$ cat config.mk
export PLATFORM = sky130hd
export DESIGN_NAME = text_command_field_parser_flat
export DESIGN_NICKNAME = d
export VERILOG_FILES = /design/src/sv/txcmd_pkg.sv /design/src/sv/txcmd_if.sv /design/src/sv/txcmd_scanner.sv /design/src/sv/text_command_field_parser.sv /design/src/flat_wrapper.sv
export SDC_FILE = /design/constraint.sdc
export NUM_CORES = 1
export LEC_CHECK = 0
export BUFFER_PORTS_ARGS = -buffer_cell sky130_fd_sc_hd__buf_2
export CAP_MARGIN = 20
export CORE_ASPECT_RATIO = 1.4
export CORE_MARGIN = 4
export CORE_UTILIZATION = 56
export DETAILED_ROUTE_END_ITERATION = 8
export PLACE_DENSITY_LB_ADDON = 0.1
export SYNTH_ARGS = -nofsm -noshare
export SYNTH_HDL_FRONTEND = slang
export SYNTH_SLANG_ARGS = --single-unit
$ cat constraint.sdc
create_clock -name clk -period 12 [get_ports clk]
set_input_delay 2.4 -clock clk [delete_from_list [all_inputs] [get_ports clk]]
set_output_delay 2.4 -clock clk [all_outputs]
set_load 0.05 [all_outputs]
$ cat src/sv/txcmd_pkg.sv
// Package for the text command field parser.
// Holds character codes, command codes, keyword tables and the result bundle.
// No dependencies.
package txcmd_pkg;

	localparam int MAX_MESSAGE_LEN_DEF = 100;
	localparam int MIN_MESSAGE_LEN     = 5;

	localparam logic [7:0] CH_NUL  = 8'h00;
	localparam logic [7:0] CH_SEP  = 8'h5F;  // underscore
	localparam logic [7:0] CH_0    = 8'h30;
	localparam logic [7:0] CH_9    = 8'h39;
	localparam logic [7:0] CH_H    = 8'h68;
	localparam logic [7:0] CH_K    = 8'h6B;
	localparam logic [7:0] CH_M    = 8'h6D;
	localparam logic [7:0] CH_Z    = 8'h7A;

	localparam logic [2:0] CMD_NONE    = 3'd0;
	localparam logic [2:0] CMD_SEND    = 3'd1;
	localparam logic [2:0] CMD_RECEIVE = 3'd2;
	localparam logic [2:0] CMD_STOP    = 3'd3;
	localparam logic [2:0] CMD_QUERY   = 3'd4;

	localparam int NUM_KW = 4;

	localparam logic [1:0] SEG_CMD  = 2'd0;
	localparam logic [1:0] SEG_FREQ = 2'd1;
	localparam logic [1:0] SEG_DUR  = 2'd2;
	localparam logic [1:0] SEG_DONE = 2'd3;

	localparam logic [19:0] SCALE_ONE  = 20'd1;
	localparam logic [19:0] SCALE_KHZ  = 20'd1000;
	localparam logic [19:0] SCALE_MHZ  = 20'd1000000;

	// Unit flags of the frequency token
	localparam int UNIT_KHZ_BIT = 0;
	localparam int UNIT_MHZ_BIT = 1;

	typedef struct packed {
		logic [2:0]  command_code;
		logic [31:0] freq_raw;
		logic [1:0]  freq_unit;
		logic [31:0] duration_value;
	} txcmd_result_t;

	// Keyword length
	function automatic logic [3:0] kw_len(input logic [1:0] k);
		logic [3:0] len;
		case (k)
			2'd0:    len = 4'd4;
			2'd1:    len = 4'd7;
			2'd2:    len = 4'd4;
			2'd3:    len = 4'd5;
			default: len = 4'd0;
		endcase
		return len;
	endfunction

	// Command code that a keyword stands for
	function automatic logic [2:0] kw_code(input logic [1:0] k);
		logic [2:0] code;
		case (k)
			2'd0:    code = CMD_SEND;
			2'd1:    code = CMD_RECEIVE;
			2'd2:    code = CMD_STOP;
			2'd3:    code = CMD_QUERY;
			default: code = CMD_NONE;
		endcase
		return code;
	endfunction

	// Keyword character at a position; zero past the end
	function automatic logic [7:0] kw_char(input logic [1:0] k, input logic [2:0] pos);
		logic [7:0] ch;
		ch = 8'h00;
		case (k)
			2'd0: begin
				case (pos)
					3'd0:    ch = 8'h73; // s
					3'd1:    ch = 8'h65; // e
					3'd2:    ch = 8'h6E; // n
					3'd3:    ch = 8'h64; // d
					default: ch = 8'h00;
				endcase
			end
			2'd1: begin
				case (pos)
					3'd0:    ch = 8'h72; // r
					3'd1:    ch = 8'h65; // e
					3'd2:    ch = 8'h63; // c
					3'd3:    ch = 8'h65; // e
					3'd4:    ch = 8'h69; // i
					3'd5:    ch = 8'h76; // v
					3'd6:    ch = 8'h65; // e
					default: ch = 8'h00;
				endcase
			end
			2'd2: begin
				case (pos)
					3'd0:    ch = 8'h73; // s
					3'd1:    ch = 8'h74; // t
					3'd2:    ch = 8'h6F; // o
					3'd3:    ch = 8'h70; // p
					default: ch = 8'h00;
				endcase
			end
			2'd3: begin
				case (pos)
					3'd0:    ch = 8'h71; // q
					3'd1:    ch = 8'h75; // u
					3'd2:    ch = 8'h65; // e
					3'd3:    ch = 8'h72; // r
					3'd4:    ch = 8'h79; // y
					default: ch = 8'h00;
				endcase
			end
			default: ch = 8'h00;
		endcase
		return ch;
	endfunction

endpackage

$ cat src/sv/txcmd_if.sv
// Valid/ready channel interfaces of the text command field parser.
// Depends on nothing; payload widths follow the message byte and result fields.
interface txcmd_in_if;
	logic       valid;
	logic       ready;
	logic [7:0] byte_value;
	logic       last_byte;

	modport source (output valid, output byte_value, output last_byte, input ready);
	modport sink   (input valid, input byte_value, input last_byte, output ready);
endinterface

interface txcmd_out_if;
	logic        valid;
	logic        ready;
	logic [2:0]  command_code;
	logic [31:0] frequency_hz;
	logic [31:0] duration_value;

	modport source (output valid, output command_code, output frequency_hz,
		output duration_value, input ready);
	modport sink   (input valid, input command_code, input frequency_hz,
		input duration_value, output ready);
endinterface

$ cat src/sv/txcmd_scanner.sv
// Per-byte token scanner: keyword match, digit gathering, unit detection.
// Depends on txcmd_pkg. Updates its state on every accepted beat.
module txcmd_scanner #(
	parameter int MAX_MESSAGE_LEN = txcmd_pkg::MAX_MESSAGE_LEN_DEF
) (
	input  logic                    clk,
	input  logic                    arst_n,
	input  logic                    accept,
	input  logic [7:0]              byte_value,
	input  logic                    last_byte,
	output txcmd_pkg::txcmd_result_t result
);
	import txcmd_pkg::*;

	localparam int CNT_W = $clog2(MAX_MESSAGE_LEN + 1);

	logic [CNT_W-1:0] byte_count_q, n_count;
	logic [1:0]       seg_q, n_seg;
	logic             in_tok_q, t_in_tok;
	logic [3:0]       flags_q, t_flags;
	logic [3:0]       cpos_q, t_cpos;
	logic [31:0]      acc_q, t_acc;
	logic [15:0]      recent_q, t_recent;
	logic [1:0]       unit_q, t_unit;
	logic [2:0]       cmd_q, n_cmd, code;
	logic [31:0]      freq_q, n_freq;
	logic [1:0]       funit_q, n_funit;
	logic [31:0]      dur_q, n_dur;
	logic             ended_q, n_ended;
	logic             take, sep, commit, bad_len;

	// Advance token state for one byte, then commit on a separator or the final byte
	always_comb begin
		n_count = (byte_count_q < CNT_W'(MAX_MESSAGE_LEN)) ? byte_count_q + 1'b1 : byte_count_q;
		sep     = (byte_value == CH_NUL) || (byte_value == CH_SEP);
		take    = !ended_q && !sep;
		n_ended = ended_q || (byte_value == CH_NUL);

		t_in_tok = in_tok_q;
		t_flags  = flags_q;
		t_cpos   = cpos_q;
		t_acc    = acc_q;
		t_recent = recent_q;
		t_unit   = unit_q;

		if (take) begin
			t_in_tok = 1'b1;
			if (seg_q == SEG_CMD) begin
				for (int k = 0; k < NUM_KW; k++) begin
					if (cpos_q >= kw_len(2'(k)) || kw_char(2'(k), cpos_q[2:0]) != byte_value)
						t_flags[k] = 1'b0;
				end
			end
			if ((seg_q == SEG_FREQ || seg_q == SEG_DUR) &&
				byte_value >= CH_0 && byte_value <= CH_9) begin
				t_acc = (acc_q << 3) + (acc_q << 1) + {24'd0, byte_value - CH_0};
			end
			if (seg_q == SEG_FREQ && byte_value == CH_Z && recent_q[7:0] == CH_H) begin
				if (recent_q[15:8] == CH_K)
					t_unit[UNIT_KHZ_BIT] = 1'b1;
				else if (recent_q[15:8] == CH_M)
					t_unit[UNIT_MHZ_BIT] = 1'b1;
			end
			t_recent = {recent_q[7:0], byte_value};
			if (cpos_q != 4'hF)
				t_cpos = cpos_q + 4'd1;
		end

		// Keyword decode of the first token
		code = CMD_NONE;
		for (int k = 0; k < NUM_KW; k++) begin
			if (t_flags[k] && t_cpos == kw_len(2'(k)))
				code = kw_code(2'(k));
		end

		commit = !ended_q && (sep || last_byte) && t_in_tok;
		n_cmd   = cmd_q;
		n_freq  = freq_q;
		n_funit = funit_q;
		n_dur   = dur_q;
		n_seg   = seg_q;
		if (commit) begin
			case (seg_q)
				SEG_CMD:  n_cmd = code;
				SEG_FREQ: begin
					n_freq  = t_acc;
					n_funit = t_unit;
				end
				SEG_DUR:  n_dur = t_acc;
				default:  n_cmd = cmd_q;
			endcase
			if (seg_q != SEG_DONE)
				n_seg = seg_q + 2'd1;
		end

		// Build the result; defaults for a message of bad length
		bad_len = (n_count < CNT_W'(MIN_MESSAGE_LEN)) || (n_count >= CNT_W'(MAX_MESSAGE_LEN));
		if (bad_len) begin
			result.command_code   = CMD_NONE;
			result.freq_raw       = 32'd1;
			result.freq_unit      = 2'b00;
			result.duration_value = 32'd1;
		end else begin
			result.command_code   = n_cmd;
			result.freq_raw       = n_freq;
			result.freq_unit      = n_funit;
			result.duration_value = n_dur;
		end
	end

	// Hold state; update on each beat, clear after the final byte
	always_ff @(posedge clk or negedge arst_n) begin
		if (!arst_n) begin
			byte_count_q <= '0;
			seg_q        <= SEG_CMD;
			in_tok_q     <= 1'b0;
			flags_q      <= 4'hF;
			cpos_q       <= 4'd0;
			acc_q        <= 32'd0;
			recent_q     <= 16'd0;
			unit_q       <= 2'b00;
			cmd_q        <= CMD_NONE;
			freq_q       <= 32'd1;
			funit_q      <= 2'b00;
			dur_q        <= 32'd1;
			ended_q      <= 1'b0;
		end else if (accept) begin
			if (last_byte) begin
				byte_count_q <= '0;
				seg_q        <= SEG_CMD;
				in_tok_q     <= 1'b0;
				flags_q      <= 4'hF;
				cpos_q       <= 4'd0;
				acc_q        <= 32'd0;
				recent_q     <= 16'd0;
				unit_q       <= 2'b00;
				cmd_q        <= CMD_NONE;
				freq_q       <= 32'd1;
				funit_q      <= 2'b00;
				dur_q        <= 32'd1;
				ended_q      <= 1'b0;
			end else begin
				byte_count_q <= n_count;
				seg_q        <= n_seg;
				cmd_q        <= n_cmd;
				freq_q       <= n_freq;
				funit_q      <= n_funit;
				dur_q        <= n_dur;
				ended_q      <= n_ended;
				if (commit) begin
					in_tok_q <= 1'b0;
					flags_q  <= 4'hF;
					cpos_q   <= 4'd0;
					acc_q    <= 32'd0;
					recent_q <= 16'd0;
					unit_q   <= 2'b00;
				end else begin
					in_tok_q <= t_in_tok;
					flags_q  <= t_flags;
					cpos_q   <= t_cpos;
					acc_q    <= t_acc;
					recent_q <= t_recent;
					unit_q   <= t_unit;
				end
			end
		end
	end

endmodule

$ cat src/sv/text_command_field_parser.sv
// Text command field parser: top level with result pipeline and frequency scaling.
// Depends on txcmd_pkg, txcmd_if and txcmd_scanner.
//
// Usage: message bytes arrive on cmd_in, one per beat, last_byte set on the
// final byte. Tokens are split on underscores; the first picks the command,
// the second gives the frequency (scaled for khz or mhz), the third the
// duration. One result leaves on res_out for each message, none for other bytes.
// Throughput: one byte per cycle while cmd_in is ready. The scanner updates
// its state on the beat itself; the final byte's result passes through the
// result register, then the scaling multiplier and output register.
// Stall: while res_out is not ready, the output register holds and one more
// result may wait in the result register; cmd_in keeps taking bytes until
// that register is full, then drops ready.
// Reset: arst_n clears the parser state and empties both registers.
module text_command_field_parser #(
	parameter int MAX_MESSAGE_LEN = txcmd_pkg::MAX_MESSAGE_LEN_DEF
) (
	input  logic           clk,
	input  logic           arst_n,
	txcmd_in_if.sink       cmd_in,
	txcmd_out_if.source    res_out
);
	import txcmd_pkg::*;

	txcmd_result_t scan_res, res_s1;
	logic          v_s1, out_v_q, out_free, accept;
	logic [2:0]    cmd_q;
	logic [31:0]   freq_q, dur_q;
	logic [19:0]   scale;
	logic [51:0]   product;

	assign out_free     = !out_v_q || res_out.ready;
	assign cmd_in.ready = !v_s1 || out_free;
	assign accept       = cmd_in.valid && cmd_in.ready;

	txcmd_scanner #(
		.MAX_MESSAGE_LEN(MAX_MESSAGE_LEN)
	) u_scanner (
		.clk        (clk),
		.arst_n     (arst_n),
		.accept     (accept),
		.byte_value (cmd_in.byte_value),
		.last_byte  (cmd_in.last_byte),
		.result     (scan_res)
	);

	// Pick the unit scale; khz wins over mhz
	always_comb begin
		if (res_s1.freq_unit[UNIT_KHZ_BIT])
			scale = SCALE_KHZ;
		else if (res_s1.freq_unit[UNIT_MHZ_BIT])
			scale = SCALE_MHZ;
		else
			scale = SCALE_ONE;
		product = res_s1.freq_raw * scale;
	end

	// Capture the result on the final byte
	always_ff @(posedge clk or negedge arst_n) begin
		if (!arst_n) begin
			v_s1 <= 1'b0;
		end else if (cmd_in.ready) begin
			v_s1 <= accept && cmd_in.last_byte;
		end
	end

	always_ff @(posedge clk) begin
		if (accept && cmd_in.last_byte)
			res_s1 <= scan_res;
	end

	// Advance into the output register when it is free
	always_ff @(posedge clk or negedge arst_n) begin
		if (!arst_n) begin
			out_v_q <= 1'b0;
		end else if (out_free) begin
			out_v_q <= v_s1;
		end
	end

	always_ff @(posedge clk) begin
		if (out_free && v_s1) begin
			cmd_q  <= res_s1.command_code;
			freq_q <= product[31:0];
			dur_q  <= res_s1.duration_value;
		end
	end

	assign res_out.valid          = out_v_q;
	assign res_out.command_code   = cmd_q;
	assign res_out.frequency_hz   = freq_q;
	assign res_out.duration_value = dur_q;

endmodule
$ cat src/flat_wrapper.sv
// flat-port wrapper written by rule: the top's interface ports become plain ports
module text_command_field_parser_flat import txcmd_pkg::*;
#(
	parameter int MAX_MESSAGE_LEN = txcmd_pkg::MAX_MESSAGE_LEN_DEF
)
  (clk, arst_n, cmd_in_valid, cmd_in_byte_value, cmd_in_last_byte, cmd_in_ready, res_out_valid, res_out_command_code, res_out_frequency_hz, res_out_duration_value, res_out_ready);
  txcmd_in_if cmd_in_i ();
  txcmd_out_if res_out_i ();
  input  logic clk;
  input  logic arst_n;
  input wire logic [$bits(cmd_in_i.valid)-1:0] cmd_in_valid;
  input wire logic [$bits(cmd_in_i.byte_value)-1:0] cmd_in_byte_value;
  input wire logic [$bits(cmd_in_i.last_byte)-1:0] cmd_in_last_byte;
  output wire logic [$bits(cmd_in_i.ready)-1:0] cmd_in_ready;
  output wire logic [$bits(res_out_i.valid)-1:0] res_out_valid;
  output wire logic [$bits(res_out_i.command_code)-1:0] res_out_command_code;
  output wire logic [$bits(res_out_i.frequency_hz)-1:0] res_out_frequency_hz;
  output wire logic [$bits(res_out_i.duration_value)-1:0] res_out_duration_value;
  input wire logic [$bits(res_out_i.ready)-1:0] res_out_ready;
  assign cmd_in_i.valid = cmd_in_valid;
  assign cmd_in_i.byte_value = cmd_in_byte_value;
  assign cmd_in_i.last_byte = cmd_in_last_byte;
  assign cmd_in_ready = cmd_in_i.ready;
  assign res_out_valid = res_out_i.valid;
  assign res_out_command_code = res_out_i.command_code;
  assign res_out_frequency_hz = res_out_i.frequency_hz;
  assign res_out_duration_value = res_out_i.duration_value;
  assign res_out_i.ready = res_out_ready;
  text_command_field_parser #(.MAX_MESSAGE_LEN(MAX_MESSAGE_LEN)) u_core (.clk(clk), .arst_n(arst_n), .cmd_in(cmd_in_i), .res_out(res_out_i));
endmodule
==> results.cfg <==
[outcome]
status = complete, no violations

[clocking]
path_clk_slew_ps = 60
cts_sinks = 276
clk_latency_ps = 600
cts_resized = 0
cts_root_buf = clkbuf_16
cts_tree = done
clk_path_buf_depth = 3
cts_max_level = 1
post_cts_buffers = 0
numCtsBuffers = 30
hold_buffers = 0

[power_and_ir_drop]
finalPower_w = 0.00485
power_density_nw_per_um2 = 198
ir_worst_vdd_mv = 0.140
p_leak_nw = 11.4

[worst_setup_path]
cp_max_fo = 33
crit_required_ps = 12320
crit_type = register to register
r2r-start = u_core.res_s1[32]$_SDFFCE_PP0P_
cpPeakStageDelay_ps = 780
startpoint_type = register
path_common_cell = fa_1
cp_slowest_cell = edfxtp_1
path_cells = or2_2 > and2_1 > fa_1 > inv_1 > fa_1 > inv_1 > ha_1 > inv_1 > fa_1 > inv_1 > fa_1 > fa_1 > fa_1 > ha_1 > a21oi_1 > o21ai_1 > or3_1 > o2111ai_1 > nand3_1 > nor4_2 > o21ai_1 > o31a_1 > xnor2_1
end_kind = register
cp.arrival_ps = 7950
cp-startpoint = u_core.res_s1[32]$_SDFFCE_PP0P_

[min_path]
min_from = u_core.res_s1[20]$_SDFFCE_PP0P_
min_path_type = register to register

[global_routing]
grt_pass1_wl_mm = 89.3
grt_max_degree = 89
antenna_found_initial = 0
grt_pass1_vias = 17118
track_usage_pct = 25.3
grt-ovfl-total = 0

[sta]
max_slew_margin_pct = 28.8
max_freq_mhz = 131
min_period_ps = 7620
worst_slew_pin_slew_ps = 1070
finalHoldViolations = 0
setup_tns_ps = 0
drv_slew = 0
rsz0062_at_grt = no
finalCritPeriodShare_pct = 63.5
setup_viol = 0
skew_ps = 26.5

[detailed_routing]
routed_wl_mm = 54.3
ant_nets = 0
drt-wirelength-per-cell_um = 19.0
drc_errors = 0
first_pass_iters = 7
via_per_inst = 5.76
first_iter_violations = 857
routed-via-count = 16431

[floorplanning]
start_util_pct = 56.5
rows = 87
core_area_um2 = 40300
io_pins = 82
die_y_um = 247
die_area_um2 = 44000
die_w_um = 178

[yosys]
postSynthAreaPerCell_um2 = 10.0
ys_ff_latch = 276
yosys_warnings = 0
synthCells = 2271
ys.flop_type = edfxtp_1
async_flop_share_pct = 50.7
synth_area_leader_cell = edfxtp_1
seq_area_frac_synth_pct = 33.4
yosysUniqueCellTypes = 91
syn_area_um2 = 22800
synth_edf_count = 136
synth_fp_nets = 2689
synth.area.top_cells = edfxtp_1, fa_1, dfrtp_1
yosysTopAreaCellShare_pct = 17.9

[finish]
seq_area_um2 = 7590
layout_commonest_cell = inv_1
fill_cells = 3480
mostFrequentLayoutCells = inv_1, nand2_1, ha_1
drive_gt1_share_pct = 8.42
nNetsFinal = 2711
syn_to_final_growth_pct = 7.54
diodes = 0
multi_input_area_um2 = 13700

[placed_design]
hpwl_mm = 41.3
finalWeightedCongestion = 0.933
numPortBuffers = 81

[flow_run]
maxCapViolations = 0
## area by class of cell
type | instances | share of cell area (%)
tap | 534 | 2.73
clock inverter | 20 | 0.660
inverter | 286 | 4.39
clock buffer | 36 | 3.24
sequential | 276 | 31.0
multi-input combinational | 1604 | 55.8
timing repair buffer | 95 | 2.16
## stage by stage
step           hold WS [ps]  cell area (um^2)  instances  setup slack (ps)  utilization [%]
5_1_grt                 420             24500       2851              4000             60.8
3_3_place_gp            404             23500       2794              4550             58.3
6_report                413             24500       2851              4380             60.8
2_1_floorplan           400             22800       2271              5290                -
3_5_place_dp            405             23500       2794              4370             58.3
4_1_cts                 417             24500       2850              4350             60.7
## power by group
| group | switching, W | leakage [nW] | total [W] | internal [W] |
|---|---|---|---|---|
| registers | 0.0000570 | 3.20 | 0.00126 | 0.00120 |
| logic | 0.00163 | 7.77 | 0.00269 | 0.00106 |
| clock network | 0.000405 | 0.453 | 0.000901 | 0.000496 |
## sequential cells by signal (all words and copies together) (netlist names), 7 cells and up
name / count
u_core.res_s1: 69
u_core.u_scanner.dur_q: 32
u_core.u_scanner.byte_count_q: 7
u_core.u_scanner.freq_q: 32
u_core.u_scanner.recent_q: 16
u_core.res_out.duration_value: 32
u_core.res_out.frequency_hz: 32
u_core.u_scanner.acc_q: 32
## Yosys cell counts (all sizes together), types with 16 or more instances
| cell type | number |
|---|---|
| a211oi | 37 |
| a21boi | 29 |
| a21o | 25 |
| a21oi | 107 |
| a22o | 37 |
| and2 | 77 |
| buf | 36 |
| clkbuf | 69 |
| dfrtp | 134 |
| edfxtp | 136 |
| fa | 179 |
| ha | 226 |
| inv | 286 |
| mux2i | 22 |
| nand2 | 246 |
| nor2 | 114 |
| nor3 | 33 |
| o21a | 16 |
| o21ai | 144 |
| xnor2 | 63 |
| xor2 | 29 |
## final timing paths
kind                       depth (start not counted)  slack (ps)                                     endpoint
max                                               23        4380    u_core.res_out.frequency_hz[31]$_DFFE_PP_
min                                                0         410  u_core.res_out.duration_value[20]$_DFFE_PP_
max reg2reg                                       23        4380    u_core.res_out.frequency_hz[31]$_DFFE_PP_
min reg2reg                                        0         410  u_core.res_out.duration_value[20]$_DFFE_PP_
max in group asynchronous                          2        8760       u_core.u_scanner.unit_q[1]$_DFFE_PN0P_
min in group asynchronous                          1        1840       u_core.u_scanner.cpos_q[0]$_DFFE_PN0P_
## routing by layer
| metal | global-route usage (%) | wire [um] | vias up | share of wire [%] |
|---|---|---|---|---|
| li1 | - | - | 7794 | - |
| met1 | 30.7 | 21200 | 8140 | 39 |
| met2 | 46.3 | 28600 | 383 | 53 |
| met3 | 2.70 | 2260 | 114 | 4.2 |
| met4 | 9.08 | 2130 | 0 | 3.9 |
| met5 | 0 | 0 | - | 0 |
## cells by family (layout without fill, tap and decap cells)
logic type               after synthesis  after routing  share of synthesized area (%)
XOR/XNOR                              92             92                           3.54
AND/OR/NAND/NOR                      581            581                           12.4
multiplexers                          22             22                           1.07
AO/OA/AOI/OAI                        504            504                           14.7
flip-flops                           276            276                           33.4
buffers and inverters                391            437                           6.75
adder cells (fa/ha/maj)              405            405                           28.2
## worst max-delay path: cells and delay by family, from the launching register on
kind | cells | cell delay (ps)
AO/OA/AOI/OAI | 5 | 920
XOR/XNOR | 1 | 120
adder cells (fa/ha/maj) | 8 | 3580
buffers and inverters | 4 | 190
flip-flops | 1 | 780
AND/OR/NAND/NOR | 5 | 1740
No activity file was read; power rests on OpenSTA's default activity.
